$ cat config.mk
export PLATFORM = sky130hd
export DESIGN_NAME = bsbe_front_flat
export DESIGN_NICKNAME = d
export VERILOG_FILES = /design/src/bsbe_pkg.sv /design/src/bsbe_ifs.sv /design/src/bsbe_front.sv /design/src/flat_wrapper.sv
export SDC_FILE = /design/constraint.sdc
export NUM_CORES = 1
export LEC_CHECK = 0
export ABC_AREA = 0
export CAP_MARGIN = 0
export CELL_PAD_IN_SITES_DETAIL_PLACEMENT = 1
export CELL_PAD_IN_SITES_GLOBAL_PLACEMENT = 1
export CORE_MARGIN = 5
export CORE_UTILIZATION = 30
export DETAILED_ROUTE_END_ITERATION = 8
export DONT_BUFFER_PORTS = 1
export PLACE_DENSITY_LB_ADDON = 0.12
export RECOVER_POWER = 25
export SYNTH_ARGS = -nofsm -noshare
export SYNTH_HDL_FRONTEND = slang
export SYNTH_SLANG_ARGS = --single-unit
$ cat constraint.sdc
create_clock -name clk -period 8.58 [get_ports clk]
set_input_delay 1.716 -clock clk [delete_from_list [all_inputs] [get_ports clk]]
set_output_delay 1.716 -clock clk [all_outputs]
set_load 0.1 [all_outputs]
$ cat src/bsbe_pkg.sv
// Package for the big-endian byte stack: opcodes, status codes, the command
// record passed from the front end to the back end, and state encodings.
// No dependencies.
package bsbe_pkg;

    localparam int CNT_W  = 12;
    localparam int DATA_W = 64;
    localparam int FILL_W = 12;
    localparam int NBANK  = 8;

    // Wide enough for the largest supported stack (65536 bytes).
    localparam int ADDR_W = 16;

    localparam int QDEPTH = 2;
    localparam int QPTR_W = 1;
    localparam int QCNT_W = 2;

    localparam logic [1:0] OP_PUSH_VAL   = 2'd0;
    localparam logic [1:0] OP_POP_VAL    = 2'd1;
    localparam logic [1:0] OP_PUSH_ZERO  = 2'd2;
    localparam logic [1:0] OP_POP_BYTES  = 2'd3;

    localparam logic [1:0] ST_OK        = 2'd0;
    localparam logic [1:0] ST_OVERFLOW  = 2'd1;
    localparam logic [1:0] ST_UNDERFLOW = 2'd2;
    localparam logic [1:0] ST_BURST     = 2'd3;

    typedef enum logic [2:0] {
        K_REPORT,
        K_PUSH_VAL,
        K_POP_VAL,
        K_PUSH_ZERO,
        K_POP_BYTES
    } bsbe_kind_t;

    typedef enum logic [2:0] {
        BK_IDLE,
        BK_EXEC,
        BK_BYTES,
        BK_EMIT
    } bsbe_state_t;

    typedef struct packed {
        bsbe_kind_t         kind;
        logic [1:0]         size_code;
        logic               sign_extend;
        logic [DATA_W-1:0]  data;
        logic [CNT_W-1:0]   count;
        logic [ADDR_W-1:0]  addr;
        logic [1:0]         status;
        logic [FILL_W-1:0]  fill;
    } bsbe_cmd_t;

endpackage

$ cat src/bsbe_ifs.sv
// Valid/ready channel interfaces for the byte stack: the request channel
// and the result channel. No dependencies.
interface bsbe_in_if;
    logic        valid;
    logic        ready;
    logic [1:0]  op;
    logic [1:0]  size_code;
    logic        sign_extend;
    logic [63:0] push_data;
    logic [11:0] count;

    modport source (output valid, op, size_code, sign_extend, push_data, count,
                    input ready);
    modport sink   (input valid, op, size_code, sign_extend, push_data, count,
                    output ready);
endinterface


$ cat src/bsbe_front.sv
// Front end of the byte stack: accepts requests, owns the fill count, checks
// for overflow, underflow and overlong bursts, and issues commands.
// Depends on bsbe_pkg and bsbe_in_if.
module bsbe_front
    import bsbe_pkg::*;
#(
    parameter int STACK_BYTES = 4096,
    parameter int MAX_BURST   = 64
)
(
    input  logic      clk,
    input  logic      rst_n,
    bsbe_in_if.sink   cmd,
    output logic      q_valid,
    output bsbe_cmd_t q_cmd,
    input  logic      q_ready
);

    localparam int AW = $clog2(STACK_BYTES);
    localparam int SW = ((AW > CNT_W) ? AW : CNT_W) + 1;
    localparam logic [SW-1:0] CAP = SW'(STACK_BYTES);

    logic [AW-1:0] fill_reg;
    logic [AW-1:0] fill_next;
    logic [SW-1:0] fill_w;
    logic [SW-1:0] need_w;
    logic [SW-1:0] sum_w;
    logic [SW-1:0] diff_w;
    logic          accept;
    bsbe_cmd_t     cmd_c;

    assign accept  = cmd.valid && q_ready;
    assign cmd.ready = q_ready;
    assign q_valid = cmd.valid;
    assign q_cmd   = cmd_c;

    always_comb
    begin
        fill_w = SW'(fill_reg);
        if (cmd.op == OP_PUSH_VAL || cmd.op == OP_POP_VAL)
        begin
            need_w = SW'(4'd1 << cmd.size_code);
        end
        else
        begin
            need_w = SW'(cmd.count);
        end
        sum_w  = fill_w + need_w;
        diff_w = fill_w - need_w;

        fill_next         = fill_reg;
        cmd_c.kind        = K_REPORT;
        cmd_c.size_code   = cmd.size_code;
        cmd_c.sign_extend = cmd.sign_extend;
        cmd_c.data        = cmd.push_data;
        cmd_c.count       = cmd.count;
        cmd_c.addr        = ADDR_W'(fill_reg);
        cmd_c.status      = ST_OK;

        case (cmd.op)
            OP_PUSH_VAL, OP_PUSH_ZERO:
            begin
                if (sum_w >= CAP)
                begin
                    cmd_c.status = ST_OVERFLOW;
                end
                else if (need_w != '0)
                begin
                    cmd_c.kind = (cmd.op == OP_PUSH_VAL) ? K_PUSH_VAL : K_PUSH_ZERO;
                    fill_next  = AW'(sum_w);
                end
            end
            OP_POP_VAL, OP_POP_BYTES:
            begin
                if (cmd.op == OP_POP_BYTES && cmd.count > CNT_W'(MAX_BURST))
                begin
                    cmd_c.status = ST_BURST;
                end
                else if (fill_w < need_w)
                begin
                    cmd_c.status = ST_UNDERFLOW;
                end
                else if (need_w != '0)
                begin
                    cmd_c.kind = (cmd.op == OP_POP_VAL) ? K_POP_VAL : K_POP_BYTES;
                    fill_next  = AW'(diff_w);
                    cmd_c.addr = ADDR_W'(fill_next);
                end
            end
            default:
            begin
                cmd_c.status = ST_OK;
            end
        endcase
        cmd_c.fill = FILL_W'(fill_next);
    end

    always_ff @(posedge clk or negedge rst_n)
    begin
        if (!rst_n)
        begin
            fill_reg <= '0;
        end
        else if (accept)
        begin
            fill_reg <= fill_next;
        end
    end

    a_fill_below_cap: assert property (@(posedge clk) disable iff (!rst_n)
        SW'(fill_reg) < CAP)
        else $error("Stack fill reached capacity.");

endmodule

$ cat src/flat_wrapper.sv
// flat-port wrapper written by rule: the top's interface ports become plain ports
module bsbe_front_flat import bsbe_pkg::*;
#(
    parameter int STACK_BYTES = 4096,
    parameter int MAX_BURST   = 64
)
  (clk, rst_n, q_valid, q_cmd, q_ready, cmd_valid, cmd_op, cmd_size_code, cmd_sign_extend, cmd_push_data, cmd_count, cmd_ready);
  bsbe_in_if cmd_i ();
  input  logic clk;
  input  logic rst_n;
  output logic q_valid;
  output bsbe_cmd_t q_cmd;
  input  logic q_ready;
  input wire logic [$bits(cmd_i.valid)-1:0] cmd_valid;
  input wire logic [$bits(cmd_i.op)-1:0] cmd_op;
  input wire logic [$bits(cmd_i.size_code)-1:0] cmd_size_code;
  input wire logic [$bits(cmd_i.sign_extend)-1:0] cmd_sign_extend;
  input wire logic [$bits(cmd_i.push_data)-1:0] cmd_push_data;
  input wire logic [$bits(cmd_i.count)-1:0] cmd_count;
  output wire logic [$bits(cmd_i.ready)-1:0] cmd_ready;
  assign cmd_i.valid = cmd_valid;
  assign cmd_i.op = cmd_op;
  assign cmd_i.size_code = cmd_size_code;
  assign cmd_i.sign_extend = cmd_sign_extend;
  assign cmd_i.push_data = cmd_push_data;
  assign cmd_i.count = cmd_count;
  assign cmd_ready = cmd_i.ready;
  bsbe_front #(.STACK_BYTES(STACK_BYTES), .MAX_BURST(MAX_BURST)) u_core (.clk(clk), .rst_n(rst_n), .cmd(cmd_i), .q_valid(q_valid), .q_cmd(q_cmd), .q_ready(q_ready));
endmodule
Word-level counts from Yosys, hierarchy flattened
Index checks and enable logic that the tools add are counted.

word-level totals
  bits in latches = 0
  output and inout bits = 114
  memories = 0
  input bits = 85
  word-level logic and storage cells = 40
  flip-flop bits (word level) = 12
  bits in read-only memories = 0
  memory bits (writable) = 0

operators by class
  add/sub/neg operators = 2
  divide/modulo/power cells = 0
  muxes and demuxes = 23
  bitwise operators = 0
  magnitude comparators = 3
  shift operators = 1
  $mul = 0
  equality and inequality tests = 3
  reductions and logical operators = 7

operators with widths
  kind                                                                               number
  12-bit 2-to-1 mux                                                                  6
  16-bit 2-to-1 mux                                                                  3
  12-bit case mux with 2 select lines                                                1
  3-bit 2-to-1 mux                                                                   6
  12-bit by 13-bit adder with 13-bit output                                          1
  13-bit >= comparator (second input constant)                                       1
  12-bit by 13-bit less-than comparator with 1-bit output                            1
  13-bit 2-to-1 mux                                                                  1
  13-bit nonzero test                                                                1
  1-bit by 2-bit left shift with 13-bit output (first input constant)                1
  12-bit by 7-bit greater-than comparator with 1-bit output (second input constant)  1
  12-bit subtractor                                                                  1
  2-bit 2-to-1 mux                                                                   3
  3-bit case mux with 2 select lines                                                 1
  2-bit equality test (second input constant)                                        2
  2-bit case mux with 2 select lines                                                 1
  2-bit OR reduction                                                                 2
  2-bit by 1-bit equality test with 1-bit output (second input constant)             1
  1-bit logical AND                                                                  2
  2-bit zero test                                                                    1
  1-bit logical OR                                                                   1
  1-bit 2-to-1 mux                                                                   1

Depth between registers and ports, before layout
Gate-level depths: netlist (run 1).

  depth in word-level cells = 8
  depth in mapped cells = 15
  mapped depth without buffers = 12

Worst setup path after synthesis (run 1)
No wires, ideal clock.

  path kind = input-to-output
  start = input cmd_op[1]
  end = output q_cmd[11] in the netlist's numbering
  path slack = 0.275 ns
  required time = 6.864 ns
  path buffers = 3
  arrival = 6.589 ns
  stages = 14
  path through = clkbuf_1 buf_1 o31ai_1 ha_1 inv_1 fa_1 nand2b_1 a2111oi_1 or4_4 a211o_2 nor2_4 buf_4 nor2_1 o311ai_1

RTL lines
  element      RTL line            source
  from (decl)  flat_wrapper.sv:15  input wire logic [$bits(cmd_i.op)-1:0] cmd_op;
  to (decl)    flat_wrapper.sv:12  output bsbe_cmd_t q_cmd;

==> summary.md, run 1 <==
| Metric | Value |
|---|---|
| Detailed placer's ending HPWL | 9170 um |
| Xor and xnor area share after synthesis | 5.13% |
| Proportion of synthesized area in mux cells | 3.63% |
| Sequential area share after synthesis | 8.80% |
| DRT iter0 DRCs | 132 |
| Ys async rst share | 100% |
| CTS Hold Bufs | 0 |
| Library cells used by synthesis | 80 |
| Max Cap Viol | 0 |
| Post-Route WL | 11300 um |
| HP Class | reg2reg |
| Max FO, Critical Path | 23 |
| Most common cell in the netlist | buf_4 |
| Register-to-Register Path Depth | 8 |
| Syn Area/Cell | 7.42 um^2 |
| Slew Limit Fails | 0 |
| Slew Limit Headroom | 21.5% |
| Final Cycle Share | 84.0% |
| Core ar. | 11300 um^2 |
| Via count | 2897 |
| IO Pins | 199 |
| Num CTS Buffers | 3 |
| Grt ovf | 0 |
| GPL Wtd Cong | 0.808 |
| Synth top area cells | buf_4 (19%), dfrtp_1 (8.8%), ha_1 (8.8%) |
| R2R Path Start | u_core.fill_reg[4]$_DFFE_PN0P_ |
| Layout Utilization | 27.6% |
| EDFF count, synth | 0 |
| CP max-delay cell | nand2_1 |
| Crit Path Category | in2out |
| Synth Area in Adders | 9.97% |
| Die area | 13600 um^2 |
| Synth top cells by count | buf_4 (87), nand2_1 (36), inv_1 (27) |
| DRC Markers | 0 |
| Post-synthesis cell area | 3410 um^2 |
| Worst setup skew after layout | 0.00135 ns |
| Post-synthesis register bit count | 12 |
| Fillers | 1372 |
| Finished Cell Area | 3110 um^2 |
| Max Freq | 139 MHz |
| First drt pass iteration count | 4 |
| Clock Path Buffers | 2 |
| Final Critical Period | 7.21 ns |
| FF-to-FF End | u_core.fill_reg[0]$_DFFE_PN0P_ |
| Worst Max-Slew Pin Slew | 1.18 ns |
| H-tree levels | 1 |
| WHS | 0.669 ns |
| Largest register FFs | 12 |
| Clk slew on worst S/H paths | 0.04 ns |
| Clk_lat worst skew | 0.24 ns |
| First-pass GRT wire length | 17400 um |
| WP buf/inv | 0 |
| Cell mode on critical path | nand2_1 |
| PostCTS Resize Cnt | 0 |
| CTS tree | built |
| CP startpoint kind | input port |
| Crit path required time | 6.86 ns |
| Routed vias/inst | 5.70 |
| Hold depth | 2 |
| Area after DPL | 3030 um^2 |
| Simple-gate area share of the yosys netlist | 21.2% |
| Status | finished clean |
| Largest family of logic cells by synthesized area | buffers and inverters |
| Fraction of layout cells with a size suffix above 1 | 15.6% |
| CTS root buf | clkbuf_16 |
| Wirelength per Cell | 22.2 um |
| Clock sink count | 12 |
| Flop-to-flop setup slack | 5.12 ns |
| Cell family with most CP delay | simple AND/OR/NAND/NOR gates |
| Final hold violation count | 0 |
| Leading area contributor after synthesis | buf_4 |
| Worst Setup SP | cmd_op[1] |
| Die Wd | 117 um |
| Final setup violating endpoints | 0 |
| CP peak stage delay | 0.67 ns |
| Initial antenna violation count | 0 |
| Ys Warns | 0 |
| Area growth, synth to finish | -8.73% |
| Row count | 39 |
| Worst Hold End | u_core.fill_reg[1]$_DFFE_PN0P_ |
| Fin Setup TNS | 0 ns |
| Die H | 117 um |
| Vias in the first global route | 2967 |
| Ys flop type | dfrtp_1 |
| Initial Utilization | 30.3% |
| Worst path cell trace | nand2b_1 -> o21ai_0 -> ha_1 -> nor2_1 -> o311ai_1 -> a211oi_1 -> o31a_1 -> nand2_1 -> or2_2 -> nand2_1 |
| Hold Startpoint | u_core.fill_reg[1]$_DFFE_PN0P_ |
| Critical Path Sink Type | primary output |
| Mapped Cells | 460 |
| Largest net degree at the start of global routing | 38 |
| Port Buffer Count | 0 |
| Post-CTS Setup Inserts | 0 |
| Worst Path Arrival | 5.50 ns |
| Total track usage | 16.4% |
| Final #Nets | 477 |
| Area share of the largest cell type after synthesis | 19.1% |
| Synth Area in Compound Gates | 25.5% |
| DRT antenna net count | 0 |
| Setup repair after global routing missed its margin | false |
| Ant. Diodes | 0 |
worst max-delay path by stage:
stage | end | slack (ns) | cells after the start
4_1_cts | q_cmd[20] | 1.36 | 10
3_5_place_dp | q_cmd[20] | 1.37 | 10
6_report | q_cmd[20] | 1.37 | 10
2_1_floorplan | q_cmd[11] | 0.27 | 14
3_3_place_gp | q_cmd[8] | 1.46 | 11
5_1_grt | q_cmd[20] | 1.05 | 10
layout by cell type (no fill, tap or decap), types with 6 or more instances in the layout:
cell,n
o21ai_0,11
nand2b_1,10
nand2_1,36
a21oi_1,21
ha_1,24
inv_1,27
nand3_1,15
nor3_1,11
nor2_1,24
a21o_1,7
o211ai_1,6
xnor2_1,16
mux2i_1,6
dfrtp_1,12
o21ai_2,8
layout make-up:
class                   count  area (um^2)  area share (%)
multi-input cells         314         2330            74.8
flip-flops and latches     12          300            9.64
well taps                 143          179            5.75
repair buffers              7          113            3.62
inverters                  28          105            3.37
clock buffers               4         88.8            2.85
cell families after synthesis:
logic type,Yosys count
buf+inv,137
mux,12
compound gates,119
other cells,1
fa+ha+maj,26
simple gates,133
flops,12
xor+xnor,20
worst reg2reg max path, cell delays in order, from the launching register on:
cell and delay (ns):
dfrtp_1 0.46, ha_1 0.48, nor2b_1 0.18, o311ai_1 0.17, a211oi_1 0.59, o31a_1 0.36
nand2_1 0.50, a21oi_2 0.43, mux2i_1 0.21
layer usage:
metal,global-route usage [%],wire (um)
met5,0,0
met3,4.15,732
met2,28.5,5460
met1,21.1,4950
met4,2.45,150
through the flow:
stage / instances / setup WS (ns)
6_report: 508 / 1.37
5_1_grt: 508 / 1.05
4_1_cts: 508 / 1.36
3_5_place_dp: 504 / 1.37
3_3_place_gp: 504 / 1.46
2_1_floorplan: 463 / 0.275
Power of run 1 is not shown: default switching activity piles up to over one toggle a cycle in this logic, so the estimate is an artifact.
==> run 2, diff against run 1 <==
==> constraint.sdc (replaced) <==
create_clock -name clk -period 7.2 [get_ports clk]
set_input_delay 1.44 -clock clk [delete_from_list [all_inputs] [get_ports clk]]
set_output_delay 1.44 -clock clk [all_outputs]
set_load 0.1 [all_outputs]
==> run 2 against run 1 <==
Against the previous run: sequential share of layout area fell by 0.32 points; utilization increased by 0.94 points; critical path depth rose by 2; hold slack worse by 0.0045 ns; routed wire length grew 1.2%; clock skew hardly changed; non-clock buffer count increased by 16; via count shrank 0.72%; first-iteration DRC count rose by 42%; sequential cell count unchanged; global-route usage up 0.31 points; count of clock-buffer cells in the layout is 1 lower; critical endpoint is now q_cmd[4].
==> summary.md, run 2 (synthesis results as in run 1) <==
| Metric | Value |
|---|---|
| Final setup violating endpoints | 0 |
| HP Class | reg2reg |
| Area growth, synth to finish | -5.61% |
| Area of the multi-input gates | 2330 um^2 |
| First-pass GRT wire length | 17800 um |
| Port Buffer Count | 0 |
| Row count | 39 |
| CTS root buf | clkbuf_16 |
| Final hold violation count | 0 |
| Max Freq | 159 MHz |
| Crit path required time | 5.76 ns |
| Largest net degree at the start of global routing | 38 |
| Status | finished clean |
| Fraction of layout cells with a size suffix above 1 | 18.9% |
| Most frequent cells in the layout | nand2_1 (36), inv_1 (27), nor2_1 (24), ha_1 (24), a21oi_1 (21) |
| Ant. Diodes | 0 |
| CP startpoint kind | input port |
| Max Cap Viol | 0 |
| Critical Path Sink Type | primary output |
| FF/Latch Area | 300 um^2 |
| Via count | 2876 |
| Post-CTS Setup Inserts | 0 |
| Detailed placer's ending HPWL | 9060 um |
| Layout Utilization | 28.6% |
| Vias in the first global route | 3101 |
| DRT antenna net count | 0 |
| Final Cycle Share | 87.4% |
| Worst Path Arrival | 4.85 ns |
| Met3 usage | 2.95% |
| Final Critical Period | 6.29 ns |
| Setup repair after global routing missed its margin | false |
| GPL Wtd Cong | 0.821 |
| PostCTS Resize Cnt | 0 |
| Max FO, Critical Path | 23 |
| Fin Setup TNS | 0 ns |
| Total track usage | 16.8% |
| Largest register FFs | 12 |
| Fillers | 1348 |
| Most common cell after layout, fill and taps aside | nand2_1 |
| Wirelength per Cell | 21.8 um |
| Num CTS Buffers | 3 |
| Die Wd | 117 um |
| Initial antenna violation count | 0 |
| Grt ovf | 0 |
| Clock Path Buffers | 2 |
| H-tree levels | 1 |
| Worst setup skew after layout | 0.00103 ns |
| CTS tree | built |
| Routed vias/inst | 5.50 |
| Die area | 13600 um^2 |
| Clk_lat worst skew | 0.24 ns |
| Clock sink count | 12 |
| Slew Limit Headroom | 27.0% |
| DRT iter0 DRCs | 187 |
| Final #Nets | 493 |
| Slew Limit Fails | 0 |
| First drt pass iteration count | 4 |
| GR Util met1 | 22.6% |
| IO Pins | 199 |
| Busiest grt layer | met2 |
| Die H | 117 um |
| Post-Route WL | 11400 um |
| DRC Markers | 0 |
| Core ar. | 11300 um^2 |
| M2 GR Usage | 29.4% |
| Crit Path Category | in2out |
| WHS | 0.664 ns |
| Initial Utilization | 30.3% |
| CTS Hold Bufs | 0 |
| Worst Max-Slew Pin Slew | 1.10 ns |
| Clk slew on worst S/H paths | 0.05 ns |
[run 2: metrics by stage]
step,cells,setup slack (ns),cell area (um^2)
floorplan,463,0.0737,3440
global placement,520,1.03,3150
detailed placement,520,0.905,3150
CTS,523,0.903,3220
global route,523,0.585,3220
finish,523,0.909,3220
[run 2: worst max-delay path, cell delays in order]
cell	delay (ns)
nand2b_1	0.12
o21ai_0	0.36
inv_1	0.15
fa_1	0.45
nand2b_1	0.18
a2111oi_1	0.68
or4_4	0.28
a211o_2	0.29
o21ai_1	0.11
a21boi_1	0.16
o211ai_1	0.38
buf_16	0.22
[run 2: layout make-up]
type	instances	area share, %
repair buffers	23	7.23
multi-input cells	314	72.3
flip-flops and latches	12	9.32
inverters	28	3.26
well taps	143	5.56
clock buffers	3	2.33
[run 2: worst paths after layout]
check	from	to	slack, ns	cells after the start
worst max-delay path	cmd_op[1]	q_cmd[4]	0.91	12
worst min-delay path	u_core.fill_reg[0]$_DFFE_PN0P_	u_core.fill_reg[0]$_DFFE_PN0P_	0.66	2
worst max register to register	u_core.fill_reg[4]$_DFFE_PN0P_	u_core.fill_reg[1]$_DFFE_PN0P_	3.76	7
worst min register to register	u_core.fill_reg[0]$_DFFE_PN0P_	u_core.fill_reg[0]$_DFFE_PN0P_	0.66	2
max in group asynchronous	rst_n	u_core.fill_reg[2]$_DFFE_PN0P_	6.24	0
min in group asynchronous	rst_n	u_core.fill_reg[11]$_DFFE_PN0P_	0.89	0
[run 2: metal layers]
layer	share of wire, %	wire [um]	up-vias
li1	-	-	1368
met1	46	5280	1410
met2	48	5480	92
met3	5.7	647	6
met4	0.13	15	0
met5	0	0	-
Power of run 2 is left out for the same reason.
