$ cat src/bsbe_pkg.sv
// Package for the big-endian byte stack: opcodes, status codes, the command
// record passed from the front end to the back end, and state encodings.
// No dependencies.
package bsbe_pkg;

    localparam int CNT_W  = 12;
    localparam int DATA_W = 64;
    localparam int FILL_W = 12;
    localparam int NBANK  = 8;

    // Wide enough for the largest supported stack (65536 bytes).
    localparam int ADDR_W = 16;

    localparam int QDEPTH = 2;
    localparam int QPTR_W = 1;
    localparam int QCNT_W = 2;

    localparam logic [1:0] OP_PUSH_VAL   = 2'd0;
    localparam logic [1:0] OP_POP_VAL    = 2'd1;
    localparam logic [1:0] OP_PUSH_ZERO  = 2'd2;
    localparam logic [1:0] OP_POP_BYTES  = 2'd3;

    localparam logic [1:0] ST_OK        = 2'd0;
    localparam logic [1:0] ST_OVERFLOW  = 2'd1;
    localparam logic [1:0] ST_UNDERFLOW = 2'd2;
    localparam logic [1:0] ST_BURST     = 2'd3;

    typedef enum logic [2:0] {
        K_REPORT,
        K_PUSH_VAL,
        K_POP_VAL,
        K_PUSH_ZERO,
        K_POP_BYTES
    } bsbe_kind_t;

    typedef enum logic [2:0] {
        BK_IDLE,
        BK_EXEC,
        BK_BYTES,
        BK_EMIT
    } bsbe_state_t;

    typedef struct packed {
        bsbe_kind_t         kind;
        logic [1:0]         size_code;
        logic               sign_extend;
        logic [DATA_W-1:0]  data;
        logic [CNT_W-1:0]   count;
        logic [ADDR_W-1:0]  addr;
        logic [1:0]         status;
        logic [FILL_W-1:0]  fill;
    } bsbe_cmd_t;

endpackage

$ cat src/bsbe_queue.sv
// Two-entry command queue between the front end and the back end of the
// byte stack. Depends on bsbe_pkg.
module bsbe_queue
    import bsbe_pkg::*;
(
    input  logic      clk,
    input  logic      rst_n,
    input  logic      in_valid,
    input  bsbe_cmd_t in_cmd,
    output logic      in_ready,
    output logic      out_valid,
    output bsbe_cmd_t out_cmd,
    input  logic      out_ready
);

    bsbe_cmd_t          ent_reg [QDEPTH];
    logic [QPTR_W-1:0]  wr_ptr_reg;
    logic [QPTR_W-1:0]  rd_ptr_reg;
    logic [QCNT_W-1:0]  cnt_reg;
    logic               push;
    logic               pop;

    assign in_ready  = (cnt_reg != QCNT_W'(QDEPTH));
    assign out_valid = (cnt_reg != '0);
    assign out_cmd   = ent_reg[rd_ptr_reg];
    assign push      = in_valid && in_ready;
    assign pop       = out_valid && out_ready;

    always_ff @(posedge clk)
    begin
        if (push)
        begin
            ent_reg[wr_ptr_reg] <= in_cmd;
        end
    end

    always_ff @(posedge clk or negedge rst_n)
    begin
        if (!rst_n)
        begin
            wr_ptr_reg <= '0;
            rd_ptr_reg <= '0;
            cnt_reg    <= '0;
        end
        else
        begin
            if (push)
            begin
                wr_ptr_reg <= wr_ptr_reg + 1'b1;
            end
            if (pop)
            begin
                rd_ptr_reg <= rd_ptr_reg + 1'b1;
            end
            if (push && !pop)
            begin
                cnt_reg <= cnt_reg + 1'b1;
            end
            else if (pop && !push)
            begin
                cnt_reg <= cnt_reg - 1'b1;
            end
        end
    end

    a_no_overrun: assert property (@(posedge clk) disable iff (!rst_n)
        cnt_reg <= QCNT_W'(QDEPTH))
        else $error("Command queue holds more entries than it has.");

endmodule

$ cat config.mk
export PLATFORM = sky130hd
export DESIGN_NAME = bsbe_queue
export DESIGN_NICKNAME = d
export VERILOG_FILES = /design/src/bsbe_pkg.sv /design/src/bsbe_queue.sv
export SDC_FILE = /design/constraint.sdc
export NUM_CORES = 1
export LEC_CHECK = 0
export BUFFER_PORTS_ARGS = -buffer_cell sky130_fd_sc_hd__clkbuf_2
export CELL_PAD_IN_SITES_DETAIL_PLACEMENT = 0
export CELL_PAD_IN_SITES_GLOBAL_PLACEMENT = 1
export CORE_ASPECT_RATIO = 1.5
export CORE_MARGIN = 2
export CORE_UTILIZATION = 40
export DETAILED_ROUTE_END_ITERATION = 8
export PLACE_DENSITY_LB_ADDON = 0.1
export SETUP_SLACK_MARGIN = 0.02
export SLEW_MARGIN = 10
export SYNTH_ARGS = -nofsm -noshare
export SYNTH_HDL_FRONTEND = slang
export SYNTH_SLANG_ARGS = --single-unit
$ cat constraint.sdc
create_clock -name clk -period 6.1 [get_ports clk]
set_clock_uncertainty 0.2 [all_clocks]
set_input_delay 0.61 -clock clk [delete_from_list [all_inputs] [get_ports clk]]
set_output_delay 0.61 -clock clk [all_outputs]
set_load 0.01 [all_outputs]
---- Word-level counts from Yosys, hierarchy flattened ----
Memories as Yosys holds them, arrays and structs flattened.
Index checks and enable logic that the tools add are counted.
cells by class
  add/subtract/negate cells ............... 4
  multiply operators ...................... 0
  div/mod/pow operators ................... 0
  magnitude comparators ................... 0
  equal/unequal tests ..................... 1
  shift-type cells ........................ 0
  mux-type cells .......................... 4
  bitwise gates (word level) .............. 0
  reductions and logical operators ........ 8
operator list
  operator                                          count
  logical AND 1 bit                                 4
  two-way mux 2 bit                                 2
  nonzero test 2 bit                                2
  adder 1 bit, second input constant                2
  adder 2 x 1 -> 2 bit, second input constant       1
  zero test 1 bit                                   2
  two-way mux 1 bit                                 2
  inequality test 2 bit, second input constant      1
  subtractor 2 x 1 -> 2 bit, second input constant  1
storage, ports and cells
  flip-flop bits (word level) ............. 4
  latch bits .............................. 0
  RAM bits ................................ 224
  bits in read-only memories .............. 0
  input port bits ......................... 116
  output and inout port bits .............. 114
  logic and storage cells ................. 21
  memories ................................ 1
memory list
  name     depth  width  read ports  clocked after Yosys merged registers in  wr ports  RTL line          text
  ent_reg  2      112    1           0                                        1         bsbe_queue.sv:16  bsbe_cmd_t ent_reg [QDEPTH];

---- Logic depth before layout (Yosys ltp) ----
Gate-level depths: netlist (run 1).
  depth in word-level cells ............... 6
  mapped depth ............................ 7
  mapped depth without buffers ............ 7

---- Worst setup path before layout (run 1) ----
OpenSTA, ideal clock, no wires.
  path type ............................... input to register
  start point ............................. in in_valid
  end point ............................... mem ent_reg[0][0] (netlist name), enable pin
  library setup time ...................... 0.584 ns
  data arrival time ....................... 5.359 ns
  required time ........................... 5.316 ns
  slack ................................... -0.043 ns
  stages on the path ...................... 2
  buffers on the path ..................... 0
  path through ............................ nand2_1 -> nor2_1
between the ends
  cells in the longest elaborated chain, start to end .. 3
RTL lines
  item                                     RTL line          text
  start, declared                          bsbe_queue.sv:8   input logic in_valid,
  logical AND 1 bit                        bsbe_queue.sv:26  assign push = in_valid && in_ready;
  two-way mux 1 bit                        bsbe_queue.sv:31  if (push)
  two-way mux 1 bit (implied by the code)  bsbe_queue.sv:33  ent_reg[wr_ptr_reg] <= in_cmd;
  end, declared                            bsbe_queue.sv:16
No other way between the ends.

==> impl_metrics.py, run 1 <==
metrics = {
    "clock_network": {
        "ctsHtreeMaxLevel": 1,
        "clockRootBuffer": "clkbuf_16",
        "post_cts_buffers": 0,
        "cts.clk_slew.worst_paths_ps": 60,
        "cts.path.max_buffers": 3,
        "numCtsBuffers": 22,
        "numClockSinks": 228,
        "clk_latency_ps": 500,
        "cts_tree": "built",
    },
    "timing": {
        "rsz0062_at_grt": "false",
        "finalCriticalPeriod_ps": 3410,
        "tightest_slew_ps": 1080,
        "finalHoldViolations": 0,
        "finalCritPeriodShare": 0.558,
        "drv_slew": 0,
        "max-slew-margin-rel": 0.283,
        "setup_viol": 0,
        "fin_tns_setup_ps": 0,
        "clock.fmax_mhz": 294,
    },
    "synth": {
        "ys_seq_elements": 228,
        "synth_cell_type_count": 16,
        "netlist_instances": 367,
        "synth.avg_cell_area_um2": 23.4,
        "ys_warn_count": 0,
        "syn_area_um2": 8570,
        "yosysSeqAreaShare": 0.797,
        "synth_nets": 484,
    },
    "worst_setup_path": {
        "cp_max_fo": 60,
        "path_cells": "buf_12 > mux2_2 > clkbuf_2",
        "crit_family": "flip-flops",
        "critPathArrivalTime_ps": 2600,
        "cp-end-kind": "output port",
        "timing.rr.start": "cnt_reg[0]$_DFFE_PN0P_",
        "worstSetupPathType": "flip-flop to output port",
        "cp_slowest_cell": "dfrtp_4",
        "worst_setup_path_start_kind": "flip-flop",
        "r2r_cells": 3,
        "r2r-end": "ent_reg[1][33]$_DFFE_PP_",
        "slowest_delay_ps": 1080,
        "r2r_setup_slack_ps": 3370,
        "required_ps": 5290,
        "path_buf_inv": 2,
        "crit_start": "rd_ptr_reg$_DFFE_PN0P_",
    },
    "cells_and_area": {
        "mostFrequentLayoutCell": "clkbuf_2",
        "fin_area_um2": 10700,
        "syn_to_final_growth_pct": 25.0,
        "drive_gt1_frac": 0.604,
        "final_nets": 729,
        "instances_no_fill": 895,
        "diodes": 0,
        "final_cell_mix": "clkbuf_2 (229), edfxtp_1 (224), mux2_4 (70)",
        "largest_reg_flops": 224,
    },
    "global_routing": {
        "grt_max_degree": 69,
        "grt_pass1_wl_mm": 23.8,
        "grt_pass1_vias": 4508,
        "grt-ovfl-total": 0,
        "grt.total_usage": 0.139,
        "antenna_found_initial": 0,
    },
    "hold_path": {
        "holdPathStages": 1,
        "whs_endpoint": "ent_reg[1][7]$_DFFE_PP_",
        "hold_path.class": "input port to flip-flop",
        "min_from": "in_cmd[7]",
    },
    "power_and_ir_drop": {
        "ir_drop_v": 0.000267,
        "leakage_nw": 4.25,
        "power_mw": 5.20,
        "power_density_nw_per_um2": 485,
    },
    "die": {
        "fp.coreArea_um2": 21100,
        "rows": 65,
        "io_pins": 230,
        "die-area_um2": 22600,
        "die_h_um": 183,
        "start_util": 0.407,
        "die_width_um": 124,
    },
    "drt": {
        "via_count": 4168,
        "wl_per_cell_um": 18.1,
        "first_pass_iters": 4,
        "viasPerCell": 4.66,
        "wl_mm": 16.2,
        "drc_errors": 0,
        "ant_nets": 0,
        "drtIter0Drc": 251,
    },
    "placement": {
        "place.gp.congestion": 0.717,
        "port_buffers": 229,
        "place_inst": 855,
        "placed_area_um2": 9980,
        "hpwl_mm": 10.8,
    },
    "status": {
        "status": "complete, no violations",
    },
    "run": {
        "max-cap-violations": 0,
    },
}
[cells by family (layout without fill, tap and decap cells)]
group         Yosys count  count (layout)  synth area share
flops                 228             228             0.797
simple gates            7               7           0.00394
xor+xnor                5               5           0.00511
buf+inv                14             274            0.0150
mux                   112             112             0.178
fa+ha+maj               1               1           0.00146
[worst max-delay path by stage]
stage | endpoint | depth (start not counted)
global route | out_cmd[10] | 3
finish | out_cmd[4] | 3
CTS | out_cmd[3] | 3
detailed placement | out_cmd[100] | 3
floorplan | ent_reg[0][0]$_DFFE_PP_ | 2
global placement | out_cmd[91] | 3
[final cells by class]
cell class / instances / area (um^2)
Fill cell: 1788 / 10300
Sequential cell: 228 / 6830
Multi-Input combinational cell: 125 / 1630
Clock inverter: 12 / 129
Tap cell: 268 / 335
Inverter: 1 / 3.75
Clock buffer: 27 / 591
Timing Repair Buffer: 234 / 1200
[metrics by stage]
stage,hold slack (ps),utilization,setup WS [ps]
3_3_place_gp,226,0.474,3170
6_report,100,0.509,2690
5_1_grt,76.8,0.509,2540
2_1_floorplan,114,-,1840
3_5_place_dp,226,0.474,3150
4_1_cts,73.3,0.509,2590
[what timing repair did]
item	in CTS	in global routing
hold buffers	1	0
endpoints found under the hold margin	4	0
gates resized for setup	0	0
endpoints found under the setup margin	0	0
[routing by layer]
metal	share of wire	routed length [um]	up-vias	track usage
li1	-	-	1944	-
met1	0.34	5580	2045	0.144
met2	0.55	8870	155	0.259
met3	0.086	1390	24	0.0432
met4	0.022	355	0	0.0464
met5	0	0	-	0
[where the power goes]
group	internal, mW	switching, mW	total, mW
clock network	0.811	0.537	1.35
registers	2.15	0.183	2.33
logic	0.776	0.748	1.52
[synthesized netlist by cell type]
cell      number  area, um^2
buf_2          4        20.0
ha_1           1        12.5
xor2_1         2        17.5
inv_1          1        3.75
nor2_1         2        7.51
dfrtp_1        4         100
or2_2          1        6.26
buf_6          8        90.1
and3_1         1        6.26
buf_8          1        15.0
mux2_4        70        1050
mux2_2        42         473
edfxtp_1     224        6730
nand2_1        2        7.51
xnor2_1        3        26.3
nand2b_1       1        6.26
No activity file was read; power rests on OpenSTA's default activity.
==> run 2: changes to the inputs <==
==> constraint.sdc (replaced) <==
create_clock -name clk -period 3.14 [get_ports clk]
set_clock_uncertainty 0.2 [all_clocks]
set_input_delay 0.314 -clock clk [delete_from_list [all_inputs] [get_ports clk]]
set_output_delay 0.314 -clock clk [all_outputs]
set_load 0.01 [all_outputs]
==> run 2 against run 1 <==
Compared with the run above:
- total power grew 99%
- register-to-register slack lost 2300 ps
- first-iteration DRC count down 12%
- final cell count increased by 14%
- cell area is 12% higher
==> impl_metrics.py, run 2 (synthesized netlist as in run 1, its figures left out) <==
metrics = {
    "status": {
        "status": "complete, no violations",
    },
    "worst_setup_path": {
        "worstSetupPathType": "flip-flop to output port",
        "worst_setup_path_start_kind": "flip-flop",
        "required_ps": 2630,
        "cp_slowest_cell": "dfrtp_4",
        "slowest_delay_ps": 870,
        "crit_family": "flip-flops",
        "cp-end-kind": "output port",
        "critPathArrivalTime_ps": 2190,
        "cp_max_fo": 38,
        "path_cells": "buf_4 > mux2_4 > clkbuf_2",
        "path_buf_inv": 2,
    },
    "global_routing": {
        "grt-ovfl-total": 0,
        "grt_pass1_vias": 5218,
        "grt_pass1_wl_mm": 26.0,
        "grt.total_usage": 0.149,
        "grt_max_degree": 58,
        "antenna_found_initial": 0,
    },
    "placement": {
        "hpwl_mm": 11.3,
        "placed_area_um2": 10100,
        "place.gp.congestion": 0.730,
        "place_inst": 860,
        "port_buffers": 229,
        "place_ws_ps": 907,
    },
    "drt": {
        "wl_met1_mm": 6.15,
        "wl_per_cell_um": 16.9,
        "wl_mm": 17.2,
        "wl_met3_mm": 1.26,
        "ant_nets": 0,
        "maxUsedRoutingLayer": "met4",
        "first_pass_iters": 4,
        "drtIter0Drc": 221,
        "drc_errors": 0,
        "viasPerCell": 4.61,
        "dr_wl_met2_mm": 9.28,
        "via_count": 4681,
    },
    "cells_and_area": {
        "drive_gt1_frac": 0.515,
        "final_cell_mix": "clkbuf_2 (229), edfxtp_1 (224), dlygate4sd3_1 (116)",
        "mostFrequentLayoutCell": "clkbuf_2",
        "fin_area_um2": 12000,
        "instances_no_fill": 1016,
        "diodes": 0,
        "syn_to_final_growth_pct": 39.6,
        "largest_reg_flops": 224,
        "utilization": 0.568,
        "final_nets": 849,
        "n_fill_cell": 1674,
    },
    "timing": {
        "clock.fmax_mhz": 370,
        "fin_tns_setup_ps": 0,
        "drv_slew": 0,
        "finalCritPeriodShare": 0.860,
        "finalCriticalPeriod_ps": 2700,
        "holdWs_ps": 299,
        "tightest_slew_ps": 759,
        "timing.final.ws_setup_ps": 440,
        "setup_viol": 0,
        "max-slew-margin-rel": 0.494,
        "finalHoldViolations": 0,
        "rsz0062_at_grt": "false",
    },
    "clock_network": {
        "numCtsBuffers": 22,
        "numClockSinks": 228,
        "cts.path.max_buffers": 3,
        "cts_tree": "built",
        "cts.clk_slew.worst_paths_ps": 60,
        "cts-resized-gates": 0,
        "clk_latency_ps": 490,
        "clockRootBuffer": "clkbuf_16",
        "ctsHtreeMaxLevel": 1,
    },
    "die": {
        "start_util": 0.407,
        "die_h_um": 183,
        "die-area_um2": 22600,
        "rows": 65,
        "fp.coreArea_um2": 21100,
        "die_width_um": 124,
        "io_pins": 230,
    },
    "hold_path": {
        "hold_path.class": "flip-flop to flip-flop",
    },
    "run": {
        "max-cap-violations": 0,
    },
    "power_and_ir_drop": {
        "power_density_nw_per_um2": 866,
        "ir_drop_v": 0.000593,
        "power_mw": 10.4,
        "leakage_nw": 4.77,
    },
}
==> run 2: changes by cell type in the layout (fill, tap and decap cells not counted) <==
cell,delta
buf_4,+1
clkinv_1,+1
dlygate4sd3_1,+115
clkinvlp_4,+1
clkbuf_1,-1
clkinv_4,+1
clkinv_2,-1
buf_12,+4
==> run 2: cell type report <==
| cell class | count | area, um^2 | area share |
|---|---|---|---|
| Clock buffer | 26 | 587 | 0.0490 |
| Tap cell | 268 | 335 | 0.0280 |
| Multi-Input combinational cell | 125 | 1630 | 0.136 |
| Clock inverter | 14 | 144 | 0.0120 |
| Inverter | 1 | 3.75 | 0.000314 |
| Sequential cell | 228 | 6830 | 0.571 |
| Timing Repair Buffer | 354 | 2440 | 0.204 |
==> run 2: timing repair <==
item / CTS / global route
hold buffers: 116 / 0
endpoints found under the hold margin: 230 / 0
setup buffers: 0 / 0
==> run 2: worst paths after layout <==
path	start	slack [ps]	end	cells after the start
min reg2reg	cnt_reg[1]$_DFFE_PN0P_	300	cnt_reg[1]$_DFFE_PN0P_	1
min	cnt_reg[1]$_DFFE_PN0P_	300	cnt_reg[1]$_DFFE_PN0P_	1
max in group asynchronous	rst_n	2010	rd_ptr_reg$_DFFE_PN0P_	3
max	rd_ptr_reg$_DFFE_PN0P_	440	out_cmd[53]	3
max reg2reg	cnt_reg[0]$_DFFE_PN0P_	1040	ent_reg[0][80]$_DFFE_PP_	4
min in group asynchronous	rst_n	540	wr_ptr_reg$_DFFE_PN0P_	3
==> run 2: power breakdown <==
part	leakage [nW]	switching (mW)	total [mW]	internal, mW
combinational	2.29	1.60	3.27	1.67
sequential	2.13	0.285	4.45	4.16
clock	0.355	1.06	2.64	1.58
total	4.77	2.95	10.4	7.41
==> run 2: per-layer routing <==
| metal | GRT usage | vias to the layer above |
|---|---|---|
| met1 | 0.154 | 2293 |
| li1 | - | 2183 |
| met5 | 0 | - |
| met4 | 0.0532 | 0 |
| met2 | 0.281 | 169 |
| met3 | 0.0414 | 36 |
==> run 2: worst reg2reg max path, delay by kind of cell, from the launching register on <==
family	cells	cell delay, ps
buf+inv	1	630
flops	1	410
simple gates	3	480
==> run 3: changes to the inputs <==
--- a/config.mk
+++ b/config.mk
@@ -8,9 +8,8 @@
 export BUFFER_PORTS_ARGS = -buffer_cell sky130_fd_sc_hd__clkbuf_2
 export CELL_PAD_IN_SITES_DETAIL_PLACEMENT = 0
 export CELL_PAD_IN_SITES_GLOBAL_PLACEMENT = 1
-export CORE_ASPECT_RATIO = 1.5
 export CORE_MARGIN = 2
-export CORE_UTILIZATION = 40
+export CORE_UTILIZATION = 44
 export DETAILED_ROUTE_END_ITERATION = 8
 export PLACE_DENSITY_LB_ADDON = 0.1
 export SETUP_SLACK_MARGIN = 0.02
==> run 3 against run 2 <==
Compared with the run above:
- clock-buffer cell count is 10 higher
- combinational power is 2% higher
- largest power group unchanged
- routed wire length is 4.0% lower
- register-to-register slack improved by 70 ps
- sequential share of layout area is 0.32 points higher
- critical path type unchanged
- worst hold slack hardly changed
- first-iteration DRC count decreased by 32%
- cell area fell by 0.57%
- sequential cell count stayed put
==> impl_metrics.py, run 3 (synthesized netlist as in run 1, its figures left out) <==
metrics = {
    "run": {
        "max-cap-violations": 0,
    },
    "global_routing": {
        "grt_pass1_wl_mm": 24.7,
        "grt_pass1_vias": 4958,
        "grt-ovfl-total": 0,
        "grt_max_degree": 63,
        "grt.total_usage": 0.153,
        "antenna_found_initial": 0,
    },
    "placement": {
        "placed_area_um2": 10000,
        "port_buffers": 229,
        "hpwl_mm": 10.1,
        "place_ws_ps": 1090,
        "place.gp.congestion": 0.783,
    },
    "timing": {
        "clock.fmax_mhz": 412,
        "rsz0062_at_grt": "false",
        "tightest_slew_ps": 750,
        "finalCriticalPeriod_ps": 2430,
        "timing.final.ws_setup_ps": 713,
        "finalCritPeriodShare": 0.773,
        "holdWs_ps": 299,
        "finalHoldViolations": 0,
        "fin_tns_setup_ps": 0,
        "max-slew-margin-rel": 0.500,
        "setup_viol": 0,
        "drv_slew": 0,
    },
    "drt": {
        "wl_per_cell_um": 16.3,
        "first_pass_iters": 4,
        "drtIter0Drc": 150,
        "viasPerCell": 4.61,
        "ant_nets": 0,
        "wl_mm": 16.5,
        "via_count": 4674,
        "drc_errors": 0,
    },
    "hold_path": {
        "hold_path.class": "flip-flop to flip-flop",
    },
    "power_and_ir_drop": {
        "leakage_nw": 4.74,
        "pwr-share-clk": 0.248,
        "switchingPower_mw": 2.91,
        "combPwrFrac": 0.327,
        "power_density_nw_per_um2": 856,
        "p_int_mw": 7.27,
        "sw_frac_of_total": 0.286,
        "ir_drop_v": 0.000647,
        "seqPwrFrac": 0.425,
    },
    "worst_setup_path": {
        "slowest_delay_ps": 440,
        "required_ps": 2630,
        "crit_end": "out_cmd[91]",
        "cp-end-kind": "output port",
        "r2r_setup_slack_ps": 1110,
        "worst_setup_path_start_kind": "flip-flop",
        "crit_family": "buffers and inverters",
        "r2r_cells": 4,
        "timing.rr.start": "cnt_reg[0]$_DFFE_PN0P_",
        "r2r-end": "ent_reg[0][35]$_DFFE_PP_",
        "path_buf_inv": 2,
        "crit_start": "rd_ptr_reg$_DFFE_PN0P_",
        "cp_slowest_cell": "dfrtp_4",
        "worstSetupPathType": "flip-flop to output port",
        "path_cells": "buf_12 > mux2_2 > clkbuf_2",
        "critPathArrivalTime_ps": 1910,
        "path_depth": 3,
        "cp_max_fo": 62,
    },
    "status": {
        "status": "complete, no violations",
    },
    "cells_and_area": {
        "final-seq-area_um2": 6830,
        "largest_reg_flops": 224,
        "drive_gt1_frac": 0.508,
        "syn_to_final_growth_pct": 38.8,
        "multi_input_area_um2": 1630,
        "utilization": 0.617,
        "fin_area_um2": 11900,
        "diodes": 0,
        "final_nets": 849,
        "final_cell_mix": "clkbuf_2 (229), edfxtp_1 (224), dlygate4sd3_1 (116)",
        "mostFrequentLayoutCell": "clkbuf_2",
        "n_fill_cell": 1478,
    },
    "clock_network": {
        "numClockSinks": 228,
        "cts-resized-gates": 0,
        "clockRootBuffer": "clkbuf_16",
        "cts.clk_slew.worst_paths_ps": 60,
        "cts.path.max_buffers": 3,
        "ctsHtreeMaxLevel": 1,
        "cts_tree": "built",
        "numCtsBuffers": 25,
        "clk_latency_ps": 510,
    },
    "die": {
        "start_util": 0.445,
        "io_pins": 230,
        "die-area_um2": 20600,
        "fp.coreArea_um2": 19300,
        "die_h_um": 144,
        "die_width_um": 144,
        "rows": 51,
    },
}
## run 3: cell type report
cell class              instances  area share
flip-flops and latches        228       0.574
repair buffers                351       0.202
multi-input cells             125       0.137
clock buffers                  36      0.0561
well taps                     265      0.0279
clock inverters                 7     0.00294
inverters                       1    0.000316
## run 3: power groups by stage
| stage | logic, mW | registers (mW) | clock network (mW) |
|---|---|---|---|
| detailed placement | 3.26 | 4.40 | 0 |
| finish | 3.32 | 4.33 | 2.53 |
| floorplan | 2.21 | 4.37 | 0 |
| CTS | 3.38 | 4.34 | 2.61 |
| global placement | 3.24 | 4.36 | 0 |
| global route | 3.58 | 4.39 | 2.72 |
## run 3: worst reg2reg max path, stage by stage, from the launching register on
cell      delay (ps)
dfrtp_1          400
nand2b_1         160
nand2_1          140
nor2_4           140
buf_4            590
## run 3: timing repair
action | in CTS | in global routing
hold endpoints to repair | 230 | 0
setup buffers | 0 | 0
hold buffers | 116 | 0
## run 3: worst min-delay path by stage
stage | startpoint | end | slack (ps) | cells after the start
floorplan | rst_n | cnt_reg[0]$_DFFE_PN0P_ | -180 | 0
global placement | rst_n | cnt_reg[1]$_DFFE_PN0P_ | -70 | 1
detailed placement | rst_n | cnt_reg[1]$_DFFE_PN0P_ | -60 | 1
CTS | cnt_reg[1]$_DFFE_PN0P_ | cnt_reg[1]$_DFFE_PN0P_ | 300 | 1
global route | cnt_reg[1]$_DFFE_PN0P_ | cnt_reg[1]$_DFFE_PN0P_ | 320 | 1
finish | cnt_reg[1]$_DFFE_PN0P_ | cnt_reg[1]$_DFFE_PN0P_ | 300 | 1
## run 3: layer usage
layer  GRT usage  vias to the layer above  wire [um]
li1            -                     2197          -
met1       0.179                     2291       6700
met2       0.271                      157       8200
met3      0.0460                       29       1240
met4      0.0506                        0        378
met5           0                        -          0
## run 3: stage by stage
step                      instances  total power [mW]
final                          1013              10.2
after global routing           1013              10.7
after CTS                      1013              10.3
after detailed placement        854              7.66
after global placement          854              7.60
after floorplan                 367              6.58
